--- src/rtl/core/qdcp_pkg.sv ---
// Shared types, codes and bit-packing helpers for the QR data codeword packer.
package qdcp_pkg;

   // Command codes carried on the request side.
   localparam logic [1:0] CMD_HEADER = 2'd0;
   localparam logic [1:0] CMD_CHAR   = 2'd1;
   localparam logic [1:0] CMD_PAD    = 2'd2;

   // Status codes carried on the response side.
   localparam logic [1:0] ST_OK         = 2'd0;
   localparam logic [1:0] ST_COUNT_WIDE = 2'd1;
   localparam logic [1:0] ST_CAPACITY   = 2'd2;
   localparam logic [1:0] ST_BAD_CHAR   = 2'd3;

   // Configuration register indexes.
   localparam logic [1:0] CSR_MODE     = 2'd0;
   localparam logic [1:0] CSR_VERSION  = 2'd1;
   localparam logic [1:0] CSR_CAPACITY = 2'd2;

   localparam int CSR_IDX_W  = 2;
   localparam int CSR_DATA_W = 12;

   localparam logic [5:0]  VERSION_RESET  = 6'd1;
   localparam logic [11:0] CAPACITY_RESET = 12'd19;

   localparam logic [3:0] MODE_IND_BYTE  = 4'h4;
   localparam logic [3:0] MODE_IND_ALNUM = 4'h2;
   localparam logic [7:0] PAD_FIRST      = 8'hEC;
   localparam logic [7:0] PAD_SECOND     = 8'h11;
   localparam logic [10:0] ALNUM_RADIX   = 11'd45;

   localparam int REQ_DATA_W = 24;
   localparam int REQ_USER_W = 2;
   localparam int RSP_DATA_W = 8;
   localparam int RSP_USER_W = 2;

   // Response queue: room for the two results of one item on top of two queued entries.
   localparam int RSP_DEPTH = 4;
   localparam int RSP_PTR_W = $clog2(RSP_DEPTH);
   localparam int RSP_CNT_W = $clog2(RSP_DEPTH + 1);

   typedef struct packed {
      logic        mode;
      logic [5:0]  version;
      logic [11:0] capacity;
   } cfg_type;

   typedef struct packed {
      logic [7:0] codeword;
      logic       last;
      logic [1:0] status;
   } rsp_type;

   typedef struct packed {
      logic [1:0] count;
      rsp_type    res0;
      rsp_type    res1;
   } rsp_pair_type;

   typedef struct packed {
      logic [23:0] store;
      logic [4:0]  fill;
   } bits_type;

   typedef struct packed {
      logic       ok;
      logic [5:0] idx;
   } alnum_type;

   // Width of the character count field for the mode and the version class.
   function automatic logic [4:0] count_width(input logic mode, input logic [5:0] version);
      logic [4:0] w;
      if (version <= 6'd9) begin
         w = mode ? 5'd9 : 5'd8;
      end else if (version <= 6'd26) begin
         w = mode ? 5'd11 : 5'd16;
      end else begin
         w = mode ? 5'd13 : 5'd16;
      end
      return w;
   endfunction

   // Shifts n bits of v in at the bottom of the pending bit store.
   function automatic bits_type append_bits(input bits_type b, input logic [15:0] v,
                                            input logic [4:0] n);
      bits_type    r;
      logic [23:0] mask;
      logic [5:0]  sum;
      mask    = (24'd1 << n) - 24'd1;
      r.store = (b.store << n) | ({8'd0, v} & mask);
      sum     = {1'b0, b.fill} + {1'b0, n};
      r.fill  = (sum > 6'd24) ? 5'd24 : sum[4:0];
      return r;
   endfunction

   // Index of a character in the 45-symbol alphanumeric set.
   function automatic alnum_type alnum_lookup(input logic [7:0] ch);
      alnum_type r;
      r.ok  = 1'b1;
      r.idx = 6'd0;
      if (ch >= 8'h30 && ch <= 8'h39) begin
         r.idx = 6'(ch - 8'h30);
      end else if (ch >= 8'h41 && ch <= 8'h5A) begin
         r.idx = 6'(ch - 8'h37);
      end else begin
         case (ch)
            8'h20:   r.idx = 6'd36;
            8'h24:   r.idx = 6'd37;
            8'h25:   r.idx = 6'd38;
            8'h2A:   r.idx = 6'd39;
            8'h2B:   r.idx = 6'd40;
            8'h2D:   r.idx = 6'd41;
            8'h2E:   r.idx = 6'd42;
            8'h2F:   r.idx = 6'd43;
            8'h3A:   r.idx = 6'd44;
            default: r.ok  = 1'b0;
         endcase
      end
      return r;
   endfunction

endpackage

--- src/rtl/core/qr_data_codeword_packer.sv ---
// QR data codeword packer top: input register, CSRs, encoder and response queue.
//
// Packs one single-segment QR message (byte or alphanumeric mode) into data codeword
// bytes. A header beat (tuser command 0) starts a message with its character count,
// character beats (command 1) carry one character each and pad beats (command 2) each
// ask for one more codeword: first the remaining bits with the terminator, then the
// alternating 0xEC/0x11 pad bytes; tlast marks the codeword that fills the capacity.
// Errors come out as a beat with codeword 0 and a nonzero status in rsp_tuser, after
// which character and pad beats are dropped until the next header. A request beat is
// registered and worked once the response queue has room for all its results, which
// enter the response queue at the next edge. One request beat is taken per cycle while
// each yields at most one codeword and the response side keeps up; beats that yield two
// codewords are held back by the single response beat per cycle. The user must write
// the configuration registers only while no message beat is in flight; the block
// itself does not enforce it.
module qr_data_codeword_packer (
   input  logic                               clock,
   input  logic                               reset,
   input  logic                               req_tvalid,
   output logic                               req_tready,
   // [7:0] char_code, [23:8] char_count
   input  logic [qdcp_pkg::REQ_DATA_W-1:0]    req_tdata,
   // [1:0] command
   input  logic [qdcp_pkg::REQ_USER_W-1:0]    req_tuser,
   output logic                               rsp_tvalid,
   input  logic                               rsp_tready,
   // [7:0] codeword
   output logic [qdcp_pkg::RSP_DATA_W-1:0]    rsp_tdata,
   output logic                               rsp_tlast,
   // [1:0] status
   output logic [qdcp_pkg::RSP_USER_W-1:0]    rsp_tuser,
   input  logic                               csr_wr_en,
   input  logic [qdcp_pkg::CSR_IDX_W-1:0]     csr_index,
   input  logic [qdcp_pkg::CSR_DATA_W-1:0]    csr_wdata
);
   import qdcp_pkg::*;

   logic         in_valid_ff;
   logic [1:0]   in_cmd_ff;
   logic [7:0]   in_ch_ff;
   logic [15:0]  in_cnt_ff;
   logic         proc_fire;
   logic         fifo_room;
   cfg_type      cfg;
   rsp_pair_type enc_res;
   rsp_type      rsp_data;

   assign proc_fire  = in_valid_ff && fifo_room;
   assign req_tready = !in_valid_ff || proc_fire;

   always_ff @(posedge clock) begin
      if (reset) begin
         in_valid_ff <= 1'b0;
      end else if (req_tready) begin
         in_valid_ff <= req_tvalid;
      end
   end

   always_ff @(posedge clock) begin
      if (req_tready && req_tvalid) begin
         in_cmd_ff <= req_tuser[1:0];
         in_ch_ff  <= req_tdata[7:0];
         in_cnt_ff <= req_tdata[23:8];
      end
   end

   qdcp_csr u_csr (
      .clock     (clock),
      .reset     (reset),
      .csr_wr_en (csr_wr_en),
      .csr_index (csr_index),
      .csr_wdata (csr_wdata),
      .cfg       (cfg)
   );

   qdcp_encoder u_encoder (
      .clock (clock),
      .reset (reset),
      .fire  (proc_fire),
      .cmd   (in_cmd_ff),
      .ch    (in_ch_ff),
      .cnt   (in_cnt_ff),
      .cfg   (cfg),
      .res   (enc_res)
   );

   qdcp_rsp_fifo u_rsp_fifo (
      .clock     (clock),
      .reset     (reset),
      .push      (enc_res),
      .rsp_ready (rsp_tready),
      .rsp_valid (rsp_tvalid),
      .rsp_data  (rsp_data),
      .room      (fifo_room)
   );

   assign rsp_tdata = rsp_data.codeword;
   assign rsp_tlast = rsp_data.last;
   assign rsp_tuser = rsp_data.status;

   // An error beat never carries a codeword or the capacity mark.
   a_error_beat_clean: assert property (@(posedge clock) disable iff (reset)
      rsp_tvalid && rsp_tuser != ST_OK |-> rsp_tdata == 8'd0 && !rsp_tlast)
      else $error("error beat carries codeword or last");

   // Results are never produced without an item being worked.
   a_no_result_when_idle: assert property (@(posedge clock) disable iff (reset)
      !proc_fire |-> enc_res.count == 2'd0)
      else $error("encoder produced results without an item");

   // After an item produces results, the response side is valid in the next cycle.
   a_result_reaches_output: assert property (@(posedge clock) disable iff (reset)
      proc_fire && enc_res.count != 2'd0 |=> rsp_tvalid)
      else $error("result not presented after processing");

   // A registered item waiting for queue room is kept unchanged.
   a_held_item_stable: assert property (@(posedge clock) disable iff (reset)
      in_valid_ff && !proc_fire |=> in_valid_ff && $stable(in_cmd_ff)
                                    && $stable(in_cnt_ff))
      else $error("waiting request item was lost");

endmodule

--- src/rtl/core/qdcp_csr.sv ---
// Configuration registers of the QR data codeword packer.
module qdcp_csr (
   input  logic                             clock,
   input  logic                             reset,
   input  logic                             csr_wr_en,
   input  logic [qdcp_pkg::CSR_IDX_W-1:0]   csr_index,
   input  logic [qdcp_pkg::CSR_DATA_W-1:0]  csr_wdata,
   output qdcp_pkg::cfg_type                cfg
);
   import qdcp_pkg::*;

   cfg_type cfg_ff;

   always_ff @(posedge clock) begin
      if (reset) begin
         cfg_ff.mode     <= 1'b0;
         cfg_ff.version  <= VERSION_RESET;
         cfg_ff.capacity <= CAPACITY_RESET;
      end else if (csr_wr_en) begin
         case (csr_index)
            CSR_MODE:     cfg_ff.mode     <= csr_wdata[0];
            CSR_VERSION:  cfg_ff.version  <= csr_wdata[5:0];
            CSR_CAPACITY: cfg_ff.capacity <= csr_wdata[11:0];
            default:      ;
         endcase
      end
   end

   assign cfg = cfg_ff;

endmodule

--- src/rtl/core/qdcp_encoder.sv ---
// Bit-stream state and single-pass codeword logic for one item.
module qdcp_encoder (
   input  logic                   clock,
   input  logic                   reset,
   input  logic                   fire,
   input  logic [1:0]             cmd,
   input  logic [7:0]             ch,
   input  logic [15:0]            cnt,
   input  qdcp_pkg::cfg_type      cfg,
   output qdcp_pkg::rsp_pair_type res
);
   import qdcp_pkg::*;

   logic [23:0] store_ff;
   logic [4:0]  fill_ff;
   logic [5:0]  held_val_ff, held_val_in;
   logic        held_vld_ff, held_vld_in;
   logic [11:0] sent_ff, sent_in;
   logic        alt_ff, alt_in;
   logic        term_ff, term_in;
   logic        err_ff, err_in;

   bits_type    b;
   logic [4:0]  cb;
   logic        do_emit;
   logic        pad_go;
   logic        stop;
   alnum_type   al;
   logic [10:0] pair_val;
   logic [15:0] total;
   logic [15:0] capbits;
   logic [15:0] spare;
   logic [4:0]  tz;
   logic [2:0]  align;
   logic [7:0]  cw_val;
   rsp_type     slot [2];
   logic [1:0]  nres;

   always_comb begin
      b           = '{store: store_ff, fill: fill_ff};
      held_val_in = held_val_ff;
      held_vld_in = held_vld_ff;
      sent_in     = sent_ff;
      alt_in      = alt_ff;
      term_in     = term_ff;
      err_in      = err_ff;
      cb          = count_width(cfg.mode, cfg.version);
      do_emit     = 1'b0;
      pad_go      = 1'b0;
      stop        = 1'b0;
      al          = alnum_lookup(ch);
      pair_val    = 11'({5'd0, held_val_ff} * ALNUM_RADIX) + {5'd0, al.idx};
      total       = '0;
      capbits     = '0;
      spare       = '0;
      tz          = '0;
      align       = '0;
      cw_val      = '0;
      slot[0]     = '0;
      slot[1]     = '0;
      nres        = 2'd0;

      if (fire) begin
         case (cmd)
            CMD_HEADER: begin
               b           = '0;
               held_val_in = '0;
               held_vld_in = 1'b0;
               sent_in     = '0;
               alt_in      = 1'b0;
               term_in     = 1'b0;
               err_in      = 1'b0;
               if (({1'b0, cnt} >> cb) != 17'd0) begin
                  err_in  = 1'b1;
                  slot[0] = '{codeword: 8'd0, last: 1'b0, status: ST_COUNT_WIDE};
                  nres    = 2'd1;
               end else begin
                  b = append_bits(b, {12'd0, cfg.mode ? MODE_IND_ALNUM : MODE_IND_BYTE},
                                  5'd4);
                  b = append_bits(b, cnt, cb);
                  do_emit = 1'b1;
               end
            end
            CMD_CHAR: begin
               if (!err_ff && !term_ff) begin
                  if (!cfg.mode) begin
                     b       = append_bits(b, {8'd0, ch}, 5'd8);
                     do_emit = 1'b1;
                  end else if (!al.ok) begin
                     err_in  = 1'b1;
                     slot[0] = '{codeword: 8'd0, last: 1'b0, status: ST_BAD_CHAR};
                     nres    = 2'd1;
                  end else if (held_vld_ff) begin
                     b           = append_bits(b, {5'd0, pair_val}, 5'd11);
                     held_vld_in = 1'b0;
                     held_val_in = '0;
                     do_emit     = 1'b1;
                  end else begin
                     held_val_in = al.idx;
                     held_vld_in = 1'b1;
                  end
               end
            end
            CMD_PAD: begin
               if (!err_ff) begin
                  pad_go = 1'b1;
                  if (!term_ff) begin
                     // A lone alphanumeric character goes out in 6 bits.
                     if (held_vld_ff) begin
                        b           = append_bits(b, {10'd0, held_val_ff}, 5'd6);
                        held_vld_in = 1'b0;
                        held_val_in = '0;
                     end
                     total   = {1'b0, sent_ff, 3'b000} + {11'd0, b.fill};
                     capbits = {1'b0, cfg.capacity, 3'b000};
                     if (total > capbits) begin
                        err_in  = 1'b1;
                        pad_go  = 1'b0;
                        slot[0] = '{codeword: 8'd0, last: 1'b0, status: ST_CAPACITY};
                        nres    = 2'd1;
                     end else begin
                        spare   = capbits - total;
                        tz      = (spare > 16'd4) ? 5'd4 : spare[4:0];
                        b       = append_bits(b, 16'd0, tz);
                        align   = 3'd0 - b.fill[2:0];
                        b       = append_bits(b, 16'd0, {2'b00, align});
                        term_in = 1'b1;
                     end
                  end
                  if (pad_go && sent_ff < cfg.capacity) begin
                     if (b.fill >= 5'd8) begin
                        cw_val = 8'(b.store >> (b.fill - 5'd8));
                        b.fill = b.fill - 5'd8;
                     end else begin
                        cw_val = alt_ff ? PAD_SECOND : PAD_FIRST;
                        alt_in = !alt_ff;
                     end
                     sent_in = sent_ff + 12'd1;
                     slot[0] = '{codeword: cw_val, last: sent_in == cfg.capacity,
                                 status: ST_OK};
                     nres    = 2'd1;
                  end
               end
            end
            default: ;
         endcase

         // Whole bytes leave as soon as they are complete, at most two per item.
         if (do_emit) begin
            for (int k = 0; k < 2; k++) begin
               if (!stop && b.fill >= 5'd8) begin
                  if (sent_in >= cfg.capacity) begin
                     err_in  = 1'b1;
                     stop    = 1'b1;
                     slot[k] = '{codeword: 8'd0, last: 1'b0, status: ST_CAPACITY};
                  end else begin
                     cw_val  = 8'(b.store >> (b.fill - 5'd8));
                     b.fill  = b.fill - 5'd8;
                     sent_in = sent_in + 12'd1;
                     slot[k] = '{codeword: cw_val, last: sent_in == cfg.capacity,
                                 status: ST_OK};
                  end
                  nres = 2'(k + 1);
               end
            end
         end
      end
   end

   always_ff @(posedge clock) begin
      if (reset) begin
         store_ff    <= '0;
         fill_ff     <= '0;
         held_val_ff <= '0;
         held_vld_ff <= 1'b0;
         sent_ff     <= '0;
         alt_ff      <= 1'b0;
         term_ff     <= 1'b0;
         err_ff      <= 1'b0;
      end else begin
         store_ff    <= b.store;
         fill_ff     <= b.fill;
         held_val_ff <= held_val_in;
         held_vld_ff <= held_vld_in;
         sent_ff     <= sent_in;
         alt_ff      <= alt_in;
         term_ff     <= term_in;
         err_ff      <= err_in;
      end
   end

   assign res.count = nres;
   assign res.res0  = slot[0];
   assign res.res1  = slot[1];

endmodule

--- src/rtl/core/qdcp_rsp_fifo.sv ---
// Small response queue taking up to two results a cycle and giving one beat a cycle while ready.
module qdcp_rsp_fifo (
   input  logic                   clock,
   input  logic                   reset,
   input  qdcp_pkg::rsp_pair_type push,
   input  logic                   rsp_ready,
   output logic                   rsp_valid,
   output qdcp_pkg::rsp_type      rsp_data,
   output logic                   room
);
   import qdcp_pkg::*;

   rsp_type                entry_ff [RSP_DEPTH];
   logic [RSP_PTR_W-1:0]   wr_ff, wr_in, wr_next;
   logic [RSP_PTR_W-1:0]   rd_ff, rd_in;
   logic [RSP_CNT_W-1:0]   count_ff, count_in;
   logic                   pop;

   always_comb begin
      pop      = (count_ff != '0) && rsp_ready;
      wr_next  = wr_ff + RSP_PTR_W'(1);
      wr_in    = wr_ff + RSP_PTR_W'(push.count);
      rd_in    = rd_ff + RSP_PTR_W'(pop);
      count_in = count_ff + RSP_CNT_W'(push.count) - RSP_CNT_W'(pop);
   end

   always_ff @(posedge clock) begin
      if (reset) begin
         wr_ff    <= '0;
         rd_ff    <= '0;
         count_ff <= '0;
      end else begin
         wr_ff    <= wr_in;
         rd_ff    <= rd_in;
         count_ff <= count_in;
      end
   end

   always_ff @(posedge clock) begin
      if (push.count != 2'd0) begin
         entry_ff[wr_ff] <= push.res0;
      end
      if (push.count == 2'd2) begin
         entry_ff[wr_next] <= push.res1;
      end
   end

   assign rsp_valid = count_ff != '0;
   assign rsp_data  = entry_ff[rd_ff];
   // Room for both results of the next item, whatever leaves this cycle.
   assign room      = count_ff <= RSP_CNT_W'(RSP_DEPTH - 2);

endmodule

--- config.mk ---
export PLATFORM = sky130hd
export DESIGN_NAME = qr_data_codeword_packer
export DESIGN_NICKNAME = d
export VERILOG_FILES = /design/src/rtl/core/qdcp_pkg.sv /design/src/rtl/core/qr_data_codeword_packer.sv /design/src/rtl/core/qdcp_csr.sv /design/src/rtl/core/qdcp_encoder.sv /design/src/rtl/core/qdcp_rsp_fifo.sv
export SDC_FILE = /design/constraint.sdc
export NUM_CORES = 1
export LEC_CHECK = 0
export BUFFER_PORTS_ARGS = -buffer_cell sky130_fd_sc_hd__buf_2
export CAP_MARGIN = 10
export CORE_MARGIN = 1
export CORE_UTILIZATION = 40
export CTS_CLUSTER_DIAMETER = 40
export DETAILED_ROUTE_END_ITERATION = 10
export RECOVER_POWER = 100
export SETUP_SLACK_MARGIN = 0.5
export SLEW_MARGIN = 5
export SYNTH_ARGS = -nofsm -noshare
export SYNTH_HDL_FRONTEND = slang
export SYNTH_SLANG_ARGS = --single-unit
--- constraint.sdc ---
create_clock -name clock -period 13.9 [get_ports clock]
set_clock_uncertainty 0.1 [all_clocks]
set_input_delay 2.78 -clock clock [delete_from_list [all_inputs] [get_ports clock]]
set_output_delay 2.78 -clock clock [all_outputs]
set_load 0.03 [all_outputs]
### Yosys cells after proc, flatten, opt, wreduce, memory -nomap -nowiden

Memory sizes are Yosys's and may differ from the RTL's. A register that Yosys moved wholly into a read port is not among the register bits.
Cells that the tools add are included.

* bits in registers: 104
* memory bits (writable): 44
* input bits: 45
* output and inout port bits: 13
* logic and storage cells: 273
* memories: 1

* $add $sub $neg: 24
* multiply operators: 1
* order comparisons: 21
* equality and inequality tests: 25
* shift-type cells: 8
* muxes and demuxes: 141
* bitwise logic cells: 5
* reduce and logical (&&, ||, !) cells: 29

Memory list
* u_rsp_fifo.entry_ff: words 4, width 11, read ports 1, clocked after memory_dff 1, write ports 2, line qdcp_rsp_fifo.sv:13 `rsp_type entry_ff [RSP_DEPTH];`

Operator list (count)
* two-way mux 29 bit: 17
* two-way mux 12 bit: 10
* two-way mux 5 bit: 20
* two-way mux 11 bit: 9
* case mux 29 bit (3 select lines): 1
* equality test 8 x 6 -> 1 bit, second input constant: 9
* right shift 24 x 5 -> 8 bit: 3
* two-way mux 6 bit: 9
* case mux 6 bit (9 select lines): 1
* two-way mux 1 bit: 48
* two-way mux 22 bit: 2
* adder 12 x 1 -> 12 bit, second input constant: 3
* equality test 12 bit: 3
* > comparator 6 x 5 -> 1 bit, second input constant: 6
* case mux 11 bit (3 select lines): 1
* bitwise AND 16 x 24 -> 24 bit: 1
* >= comparator 12 bit: 2
* two-way mux 2 bit: 12
* OR 24 x 11 -> 24 bit: 1
* OR 24 bit: 1
* OR 24 x 6 -> 24 bit: 1
* OR 24 x 8 -> 24 bit: 1
* case mux 12 bit (2 select lines): 1
* left shift 1 x 5 -> 24 bit, first input constant: 1
* other kinds (56): 91

### Longest topological paths before layout

Gate-level depths: netlist of run 1.

* depth in word-level cells: 43
* mapped depth: 69
* mapped depth without buffers: 61

### Hierarchy

A second synthesis of run 1 with hierarchy kept.

* cells, all modules: 2789
* area, all modules: 21052.7 µm²

Modules (own cells, without submodules)
* qdcp_encoder: instances 1, cells an instance 2524, area each 16687.3 µm², sequential area each 1021.0 µm²
* qdcp_rsp_fifo: instances 1, cells an instance 152, area each 2680.1 µm², sequential area each 1461.4 µm²
* qr_data_codeword_packer: instances 1, cells an instance 32, area each 843.3 µm², sequential area each 800.8 µm²
* qdcp_csr: instances 1, cells an instance 81, area each 842.1 µm², sequential area each 380.4 µm²

### Least setup slack after synthesis of run 1

OpenSTA, ideal clock, no wires.

* path type: register -> register
* from: register u_encoder.fill_ff[1]
* to: memory u_rsp_fifo.entry_ff[3][3] (netlist name) (data pin)
* arrival: 13.262 ns
* slack: 0.282 ns
* stages on the path, launching flop included: 60
* buffers on the path: 8
* period minus slack after synthesis: 13.618 ns
* cell sequence: dfxtp_1 > buf_2 > inv_1 > ha_1 > inv_1 > nand2_1 > a21oi_1 > ha_1 > inv_1 > fa_1 > and4b_1 > nand2_1 > xor2_1 > ha_1 > and3_1 > a221oi_1 > o21ai_0 > xor2_1 > [... 24 more ...] > ha_1 > clkbuf_1 > inv_1 > nand2_1 > o41a_4 > ha_1 > inv_1 > and2_1 > a41oi_4 > buf_6 > nor3_1 > xnor2_2 > ha_1 > nand4_1 > o31ai_1 > nand2_1 > and3_1 > a22o_1

RTL lines
* start, declared: line qdcp_encoder.sv:15 `logic [4:0] fill_ff;`
* start signal, assigned: line qdcp_encoder.sv:182 `fill_ff <= b.fill;`
* end, declared: line qdcp_rsp_fifo.sv:13

### Worst setup path in the final report of run 1

* from: register u_encoder.fill_ff[1]
* to: register u_encoder.fill_ff[4]

* longest elaborated chain between the ends: 39
* elaborated cells on any way between the ends: 76
* classes of those cells: add/sub (12); order compare (12); mux (49); reduce/logical (3)

Ends and longest elaborated chain
* adder 5 x 3 -> 6 bit: line qdcp_pkg.sv:91 `sum = {1'b0, b.fill} + {1'b0, n};`
* > comparator 6 x 5 -> 1 bit: line qdcp_pkg.sv:92 `r.fill = (sum > 6'd24) ? 5'd24 : sum[4:0];`
* two-way mux 5 bit: line qdcp_pkg.sv:92
* two-way mux 29 bit: line qdcp_encoder.sv:109 `if (held_vld_ff) begin`
* two-way mux 29 bit: line qdcp_encoder.sv:107 `if (!term_ff) begin`
* two-way mux 29 bit: line qdcp_encoder.sv:105 `if (!err_ff) begin`
* two-way mux 29 bit: line qdcp_encoder.sv:64 `case (cmd)`
* two-way mux 29 bit: line qdcp_encoder.sv:63 `if (fire) begin`
* [... 23 more ...]
* two-way mux 5 bit: line qdcp_encoder.sv:152 `if (sent_in >= cfg.capacity) begin`
* two-way mux 5 bit: line qdcp_encoder.sv:151 `if (!stop && b.fill >= 5'd8) begin`
* two-way mux 5 bit: line qdcp_encoder.sv:149 `if (do_emit) begin`
* two-way mux 5 bit: line qdcp_encoder.sv:63
* subtractor 5 x 4 -> 5 bit / >= comparator 5 x 4 -> 1 bit (equally long branches): line qdcp_encoder.sv:158, qdcp_encoder.sv:151
* two-way mux 5 bit / logical AND 1 bit (equally long branches): line qdcp_encoder.sv:152, qdcp_encoder.sv:151
* two-way mux 5 bit: line qdcp_encoder.sv:151
* two-way mux 5 bit (*): line qdcp_encoder.sv:149

Mark *: on every way between the ends. The rest lies on a longest branch, timed or not. The select of a mux whose other input is x is not followed.
A chain may end at the register's enable or synchronous reset.

==> results.yml, run 1 <==
outcome:
  status: "complete, but fails checks"
  failed_checks: "capacitance limit, slew limit"
global_route:
  grt_pass1_vias: 20800
  antenna_found_initial: 1
  grt_pass1_wl_mm: 125
  grt_max_degree: 84
  grt_usage_pct: 31.4
  grt_overflow: 0
drt:
  route.vias.total: 22100
  ant_nets: 0
  wirelength_mm: 82.5
  drc: 0
  vias_per_cell: 6.60
  first_iter_violations: 2447
  drt-wirelength-per-cell_um: 24.6
  firstDrtPassIters: 6
pwr:
  net-switching-power_mw: 2.00
  peakVddDrop_uv: 121
  power_density_nw_per_um2: 163
  p_sw_share_pct: 54.5
  p_seq_share_pct: 15.2
  clockPowerShare_pct: 13.1
  cellLeakagePower_nw: 8.66
  comb_power_share_pct: 71.7
  internal_power_mw: 1.67
synth:
  synth_top_area_share_pct: 9.73
  synth_ff_type: "dfxtp_1"
  synth_cells: 2678
  synth_seq_area_share_pct: 17.8
  synthDistinctLibCells: 110
  yosys_warnings: 0
  netlist_area_um2: 20400
  synth-edff-count: 66
  synth_top_cell_by_area: "edfxtp_1"
  synth_area_per_cell_um2: 7.60
  synthArstFlopShare_pct: 0
  synthTopCellsByArea: "edfxtp_1, dfxtp_1, ha_1"
  synth.ff_latch_count: 148
timing:
  slew_headroom_pct: -199
  fin_setup_tns_ns: 0
  finalWorstSetupSlack_ns: 0.832
  finalMaxSlewViolations: 84
  setup_viol: 0
  max_freq_ghz: 0.0765
  min_period_ns: 13.07
  final_hold_viol_count: 0
  fin_crit_sh_pct: 94.0
  grt_setup_unrepaired: "no"
  worst_pin_slew_ns: 4.48
floorplan:
  fp.dieH_um: 228
  initial_core_util_pct: 40.6
  num_rows: 82
  pin_count: 58
  die_area_um2: 51800
  core-area_um2: 50200
  fp.dieW_um: 228
setup_path:
  cp-start-kind: "flip-flop"
  endpoint_kind: "flip-flop"
  max_stage_delay_ns: 0.59
  crit_slowest_cell: "or4_4"
  required_ns: 13.96
  crit_type: "flip-flop to flip-flop"
  worst_path_most_repeated_cell: "ha_1"
  arrival_ns: 13.12
  r2r_slack_ns: 0.83
  critPathMaxFanout: 14
  crit_buf_inv: 10
  cp_top_family: "compound AO/OA/AOI/OAI gates"
clock_network:
  htreeDepth: 4
  max-clock-path-buffers: 2
  clock-sinks: 148
  tritoncts: "built"
  worst_skew_pair.late_latency_ns: 0.45
  clk_pin_slew_ns: 0.08
  hold_buffers: 0
  numCtsBuffers: 17
  cts-root-buf: "clkbuf_16"
flow_run:
  cap_viol_max_count: 1
final_layout:
  num-nets-final: 2844
  multi_input_area_um2: 15800
  regArea_um2: 3630
  nFillCells: 5015
  drive_gt1_share_pct: 13.8
  syn_to_final_growth_pct: 10.5
  final_util_pct: 44.9
placed_design:
  routabilityCongestion: 0.982
  pre_cts_ws_ns: -0.654
  portBuffers: 57
  dpl.hpwl_mm: 62.7
worst_hold_path:
  hold_path.class: "flip-flop to flip-flop"
per-layer routing:
| layer | track usage [%] | share of wire, % | vias to the layer above |
|---|---|---|---|
| met5 | 0 | 0.013 | - |
| met4 | 16.1 | 6.0 | 2 |
| met3 | 5.26 | 7.9 | 295 |
| met2 | 51.1 | 46 | 1153 |
| met1 | 39.9 | 40 | 10700 |
| li1 | - | - | 10000 |
worst reg2reg max path: cells and delay by family (launching register included):
family          cells  cell delay, ns
xor+xnor            2            0.44
simple gates       14            2.89
buf+inv            10            1.20
compound gates     20            4.74
mux                 1            0.38
fa+ha+maj          10            2.65
flops               1            0.39
cell usage after synthesis, types with 21 or more instances:
cell type	instances
nand2_1	287
nor3_1	71
xor2_1	27
mux2_2	38
a211oi_1	45
mux4_2	36
clkbuf_1	157
o21ai_0	157
nand4_1	22
inv_1	124
and3_1	29
nor2b_1	23
a21o_1	44
o22ai_1	30
dfxtp_1	82
nand3_1	78
a22oi_1	21
nand2b_1	40
nor2_1	249
a31oi_1	44
edfxtp_1	66
o21a_1	30
buf_1	22
a22o_1	21
mux2i_1	131
a21oi_1	158
o211ai_1	43
ha_1	118
xnor2_1	68
final timing paths:
| kind | startpoint | endpoint | depth (start not counted) |
|---|---|---|---|
| max | u_encoder.fill_ff[1]$_SDFFE_PP0P_ | u_encoder.fill_ff[4]$_SDFFE_PP0P_ | 57 |
| min | u_rsp_fifo.entry_ff[1][0]$_SDFFE_PP0P_ | u_rsp_fifo.entry_ff[1][0]$_SDFFE_PP0P_ | 2 |
| min reg2reg | u_rsp_fifo.entry_ff[1][0]$_SDFFE_PP0P_ | u_rsp_fifo.entry_ff[1][0]$_SDFFE_PP0P_ | 2 |
| max reg2reg | u_encoder.fill_ff[1]$_SDFFE_PP0P_ | u_encoder.fill_ff[4]$_SDFFE_PP0P_ | 57 |
sequential cells by signal (all words and copies together), names as in the netlist, 5 cells and up:
signal and flops:
in_cnt_ff 16, u_encoder.sent_ff 12, in_ch_ff 8, u_encoder.held_val_ff 6, u_encoder.store_ff 24, u_encoder.fill_ff 5, u_rsp_fifo.entry_ff 44, u_csr.cfg 19
cell type report:
type / count / area share, %
Sequential cell: 148 / 16.1
Clock buffer: 17 / 1.89
Clock inverter: 15 / 0.784
Multi-Input combinational cell: 2201 / 70.2
Antenna cell: 1 / 0.0111
Timing Repair Buffer: 169 / 4.99
Inverter: 133 / 2.23
Tap cell: 672 / 3.74
power groups by stage:
stage | clock [mW] | combinational [mW] | sequential [mW]
3_5_place_dp | 0 | 2.38 | 0.567
5_1_grt | 0.501 | 2.81 | 0.564
2_1_floorplan | 0 | 1.74 | 0.529
6_report | 0.480 | 2.64 | 0.560
4_1_cts | 0.485 | 2.47 | 0.558
3_3_place_gp | 0 | 2.36 | 0.567
through the flow:
| stage | power, mW | instance area, µm² | std cells | hold slack [ns] |
|---|---|---|---|---|
| 6_report | 3.68 | 22500 | 3356 | 0.369 |
| 3_3_place_gp | 2.93 | 21400 | 3293 | 0.357 |
| 4_1_cts | 3.51 | 22200 | 3332 | 0.366 |
| 5_1_grt | 3.88 | 22500 | 3355 | 0.385 |
| 3_5_place_dp | 2.95 | 21400 | 3293 | 0.355 |
| 2_1_floorplan | 2.27 | 20400 | 2680 | 0.333 |
layout by cell type (no fill, tap or decap), types with 66 or more instances in the layout:
master / instances
a21oi_1: 154
o21ai_0: 151
nand2_1: 283
nor2_1: 242
mux2i_1: 130
xnor2_1: 66
edfxtp_1: 66
ha_1: 113
buf_4: 107
inv_1: 121
nand3_1: 77
dfxtp_1: 80
what timing repair did:
item,in CTS,in global routing
gates resized for setup,22,53
setup endpoints to repair,104,104
pin swaps,3,18
setup buffers,7,22
logic make-up after synthesis:
logic type,synth area share (%)
fa+ha+maj,8.33
mux,12.6
flops,17.8
compound gates,29.1
simple gates,21.2
other cells,0.0369
buf+inv,6.29
xor+xnor,4.60
Power figures use the tool's default switching activity.
==> inputs of run 2 (changes only) <==
- ABC_AREA: unset -> 1
==> run 2 against run 1 <==
  * The flow still finishes with violations (capacitance limit, slew limit)
  * Critical path depth up 14
  * Core utilization shrank 1.2 points
  * Register-to-register slack gained 0.68 ns
  * Combinational power increased by 8.3%
  * Power grew 6.8%
  * Design area decreased by 12%
  * Sequential power grew 2%
  * Critical endpoint is now u_rsp_fifo.entry_ff[1][6]$_DFFE_PP_
  * Largest cell class unchanged
  * Largest power group unchanged
  * Highest routed layer is now met4
==> results.yml, run 2 <==
outcome:
  status: "complete, but fails checks"
  failed_checks: "capacitance limit, slew limit"
synth:
  synth_fa_ha_area_share_pct: 9.21
  synthArstFlopShare_pct: 0
  synth_cells: 3026
  synthSimpleGateAreaFrac_pct: 29.7
  synth_area_per_cell_um2: 6.09
  synth-edff-count: 66
  yosys_warnings: 0
  synthDistinctLibCells: 66
  synth_ff_type: "dfxtp_1"
  netlist_area_um2: 18400
  synth_seq_area_share_pct: 19.7
  synth_top_area_share_pct: 15.2
  synth_top_cell_by_area: "nand2_1"
  synth.ff_latch_count: 148
  synth_mux_area_share_pct: 0.761
  synth_commonest_cells: "nand2_1, o21ai_0, inv_1"
  synthTopCellsByArea: "nand2_1, edfxtp_1, o21ai_0"
  yosysMostFrequentCell: "nand2_1"
  synth_xor_xnor_area_share_pct: 2.61
  synth-compound-area-share_pct: 27.1
  synth_top_family_by_area: "simple AND/OR/NAND/NOR gates"
floorplan:
  num_rows: 78
  initial_core_util_pct: 40.6
  die_area_um2: 46900
  pin_count: 58
  fp.dieW_um: 217
  fp.dieH_um: 217
  core-area_um2: 45400
setup_path:
  required_ns: 14.00
  max_stage_delay_ns: 0.51
  endpoint_kind: "flip-flop"
  arrival_ns: 12.49
  crit_type: "flip-flop to flip-flop"
  cp-start-kind: "flip-flop"
  critPathMaxFanout: 22
  worst_path_most_repeated_cell: "nand2_1"
  crit_slowest_cell: "dfxtp_1"
timing:
  min_period_ns: 12.39
  setup_viol: 0
  worst_pin_slew_ns: 2.56
  max_freq_ghz: 0.0807
  final_hold_viol_count: 0
  fin_setup_tns_ns: 0
  slew_headroom_pct: -70.7
  finalWorstSetupSlack_ns: 1.51
  fin_crit_sh_pct: 89.1
  finalMaxSlewViolations: 108
  grt_setup_unrepaired: "no"
  timing.hold.ws_ns: 0.377
drt:
  wirelength_mm: 73.5
  drt-wirelength-per-cell_um: 20.3
  vias_per_cell: 5.93
  firstDrtPassIters: 6
  first_iter_violations: 2297
  ant_nets: 0
  route.vias.total: 21500
  drc: 0
global_route:
  antenna_found_initial: 0
  grt_usage_pct: 31.0
  grt_max_degree: 47
  grt_pass1_wl_mm: 113
  grt_overflow: 0
  grt_pass1_vias: 19900
final_layout:
  largest_reg_flops: 44
  syn_to_final_growth_pct: 7.70
  final_common_cell: "nand2_1"
  multi_input_area_um2: 12800
  regMostFlops: "u_rsp_fifo.entry_ff"
  mostFrequentLayoutCells: "nand2_1, o21ai_0, inv_1"
  regArea_um2: 3620
  fin_area_um2: 19800
  nFillCells: 4911
  final_util_pct: 43.7
  post_layout_nonfiller_instances: 3622
  num-nets-final: 3183
  drive_gt1_share_pct: 6.62
  n_antenna_cell: 0
placed_design:
  placed_area_um2: 19200
  routabilityCongestion: 0.987
  portBuffers: 57
  dpl.hpwl_mm: 57.1
  post-place-cells: 3582
  pre_cts_ws_ns: 0.858
clock_network:
  max-clock-path-buffers: 2
  worst_skew_pair.late_latency_ns: 0.51
  cts-root-buf: "clkbuf_16"
  clk_pin_slew_ns: 0.08
  numCtsBuffers: 17
  htreeDepth: 4
  clock-sinks: 148
  tritoncts: "built"
pwr:
  net-switching-power_mw: 2.35
  power_density_nw_per_um2: 198
  peakVddDrop_uv: 130
  total_power_mw: 3.93
  comb_power_share_pct: 72.9
  p_sw_share_pct: 59.9
  cellLeakagePower_nw: 8.85
  p_seq_share_pct: 14.6
  internal_power_mw: 1.58
  clockPowerShare_pct: 12.5
worst_hold_path:
  hold_path.class: "flip-flop to flip-flop"
flow_run:
  cap_viol_max_count: 3
-- run 2: cell types whose count changed after synthesis, sizes merged, moves of 64 or more --
cell | before | now
inv | 128 | 374
nand3 | 78 | 167
xnor2 | 71 | 7
nand2 | 287 | 763
o21ai | 160 | 395
mux2i | 131 | 14
-- run 2: power by group through the flow --
stage,Sequential (mW),Combinational [mW],Clock [mW]
6_report,0.573,2.86,0.493
5_1_grt,0.575,3.17,0.513
4_1_cts,0.569,2.76,0.499
3_5_place_dp,0.579,2.75,0
3_3_place_gp,0.578,2.74,0
2_1_floorplan,0.544,2.03,0
-- run 2: worst paths after layout --
check,from,end,slack [ns],cells after the start
setup / recovery,u_encoder.fill_ff[2]$_SDFFE_PP0P_,u_rsp_fifo.entry_ff[1][6]$_DFFE_PP_,1.51,71
hold / removal,u_rsp_fifo.entry_ff[3][0]$_SDFFE_PP0P_,u_rsp_fifo.entry_ff[3][0]$_SDFFE_PP0P_,0.38,2
setup reg to reg,u_encoder.fill_ff[2]$_SDFFE_PP0P_,u_rsp_fifo.entry_ff[1][6]$_DFFE_PP_,1.51,71
hold reg to reg,u_rsp_fifo.entry_ff[3][0]$_SDFFE_PP0P_,u_rsp_fifo.entry_ff[3][0]$_SDFFE_PP0P_,0.38,2
-- run 2: worst max-delay path, delay by kind of cell, from the launching register on --
family	cells	cell delay, ns
and+or+nand+nor	40	5.35
adders and majority gates	9	2.76
buffers and inverters	14	2.05
AOI/OAI and AO/OA	7	1.08
DFF	1	0.51
xor gates and xnor gates	1	0.20
-- run 2: repair_timing --
item	CTS	global route
setup endpoints to repair	0	104
hold buffers	0	0
gates resized for setup	0	16
setup buffers	0	7
-- run 2: layout make-up --
class	count	area share [%]
clock buffer	18	2.27
clock inverter	14	0.789
inverter	388	7.41
multi-input combinational	2357	64.7
sequential	148	18.3
tap	600	3.79
timing repair buffer	97	2.79
-- run 2: cell families after synthesis --
group,after synthesis
AOI/OAI and AO/OA,857
xor gates and xnor gates,54
adders and majority gates,129
buffers and inverters,524
DFF,148
muxes,14
other,2
and+or+nand+nor,1298
-- run 2: per-layer routing --
layer  vias to the layer above  wire length, µm  global-route usage (%)
met2                      1035            33400                    50.8
met3                       235             5120                    4.21
li1                      10200                -                       -
met4                         0             4490                    19.4
met1                      9947            30500                    38.4
met5                         -                0                       0
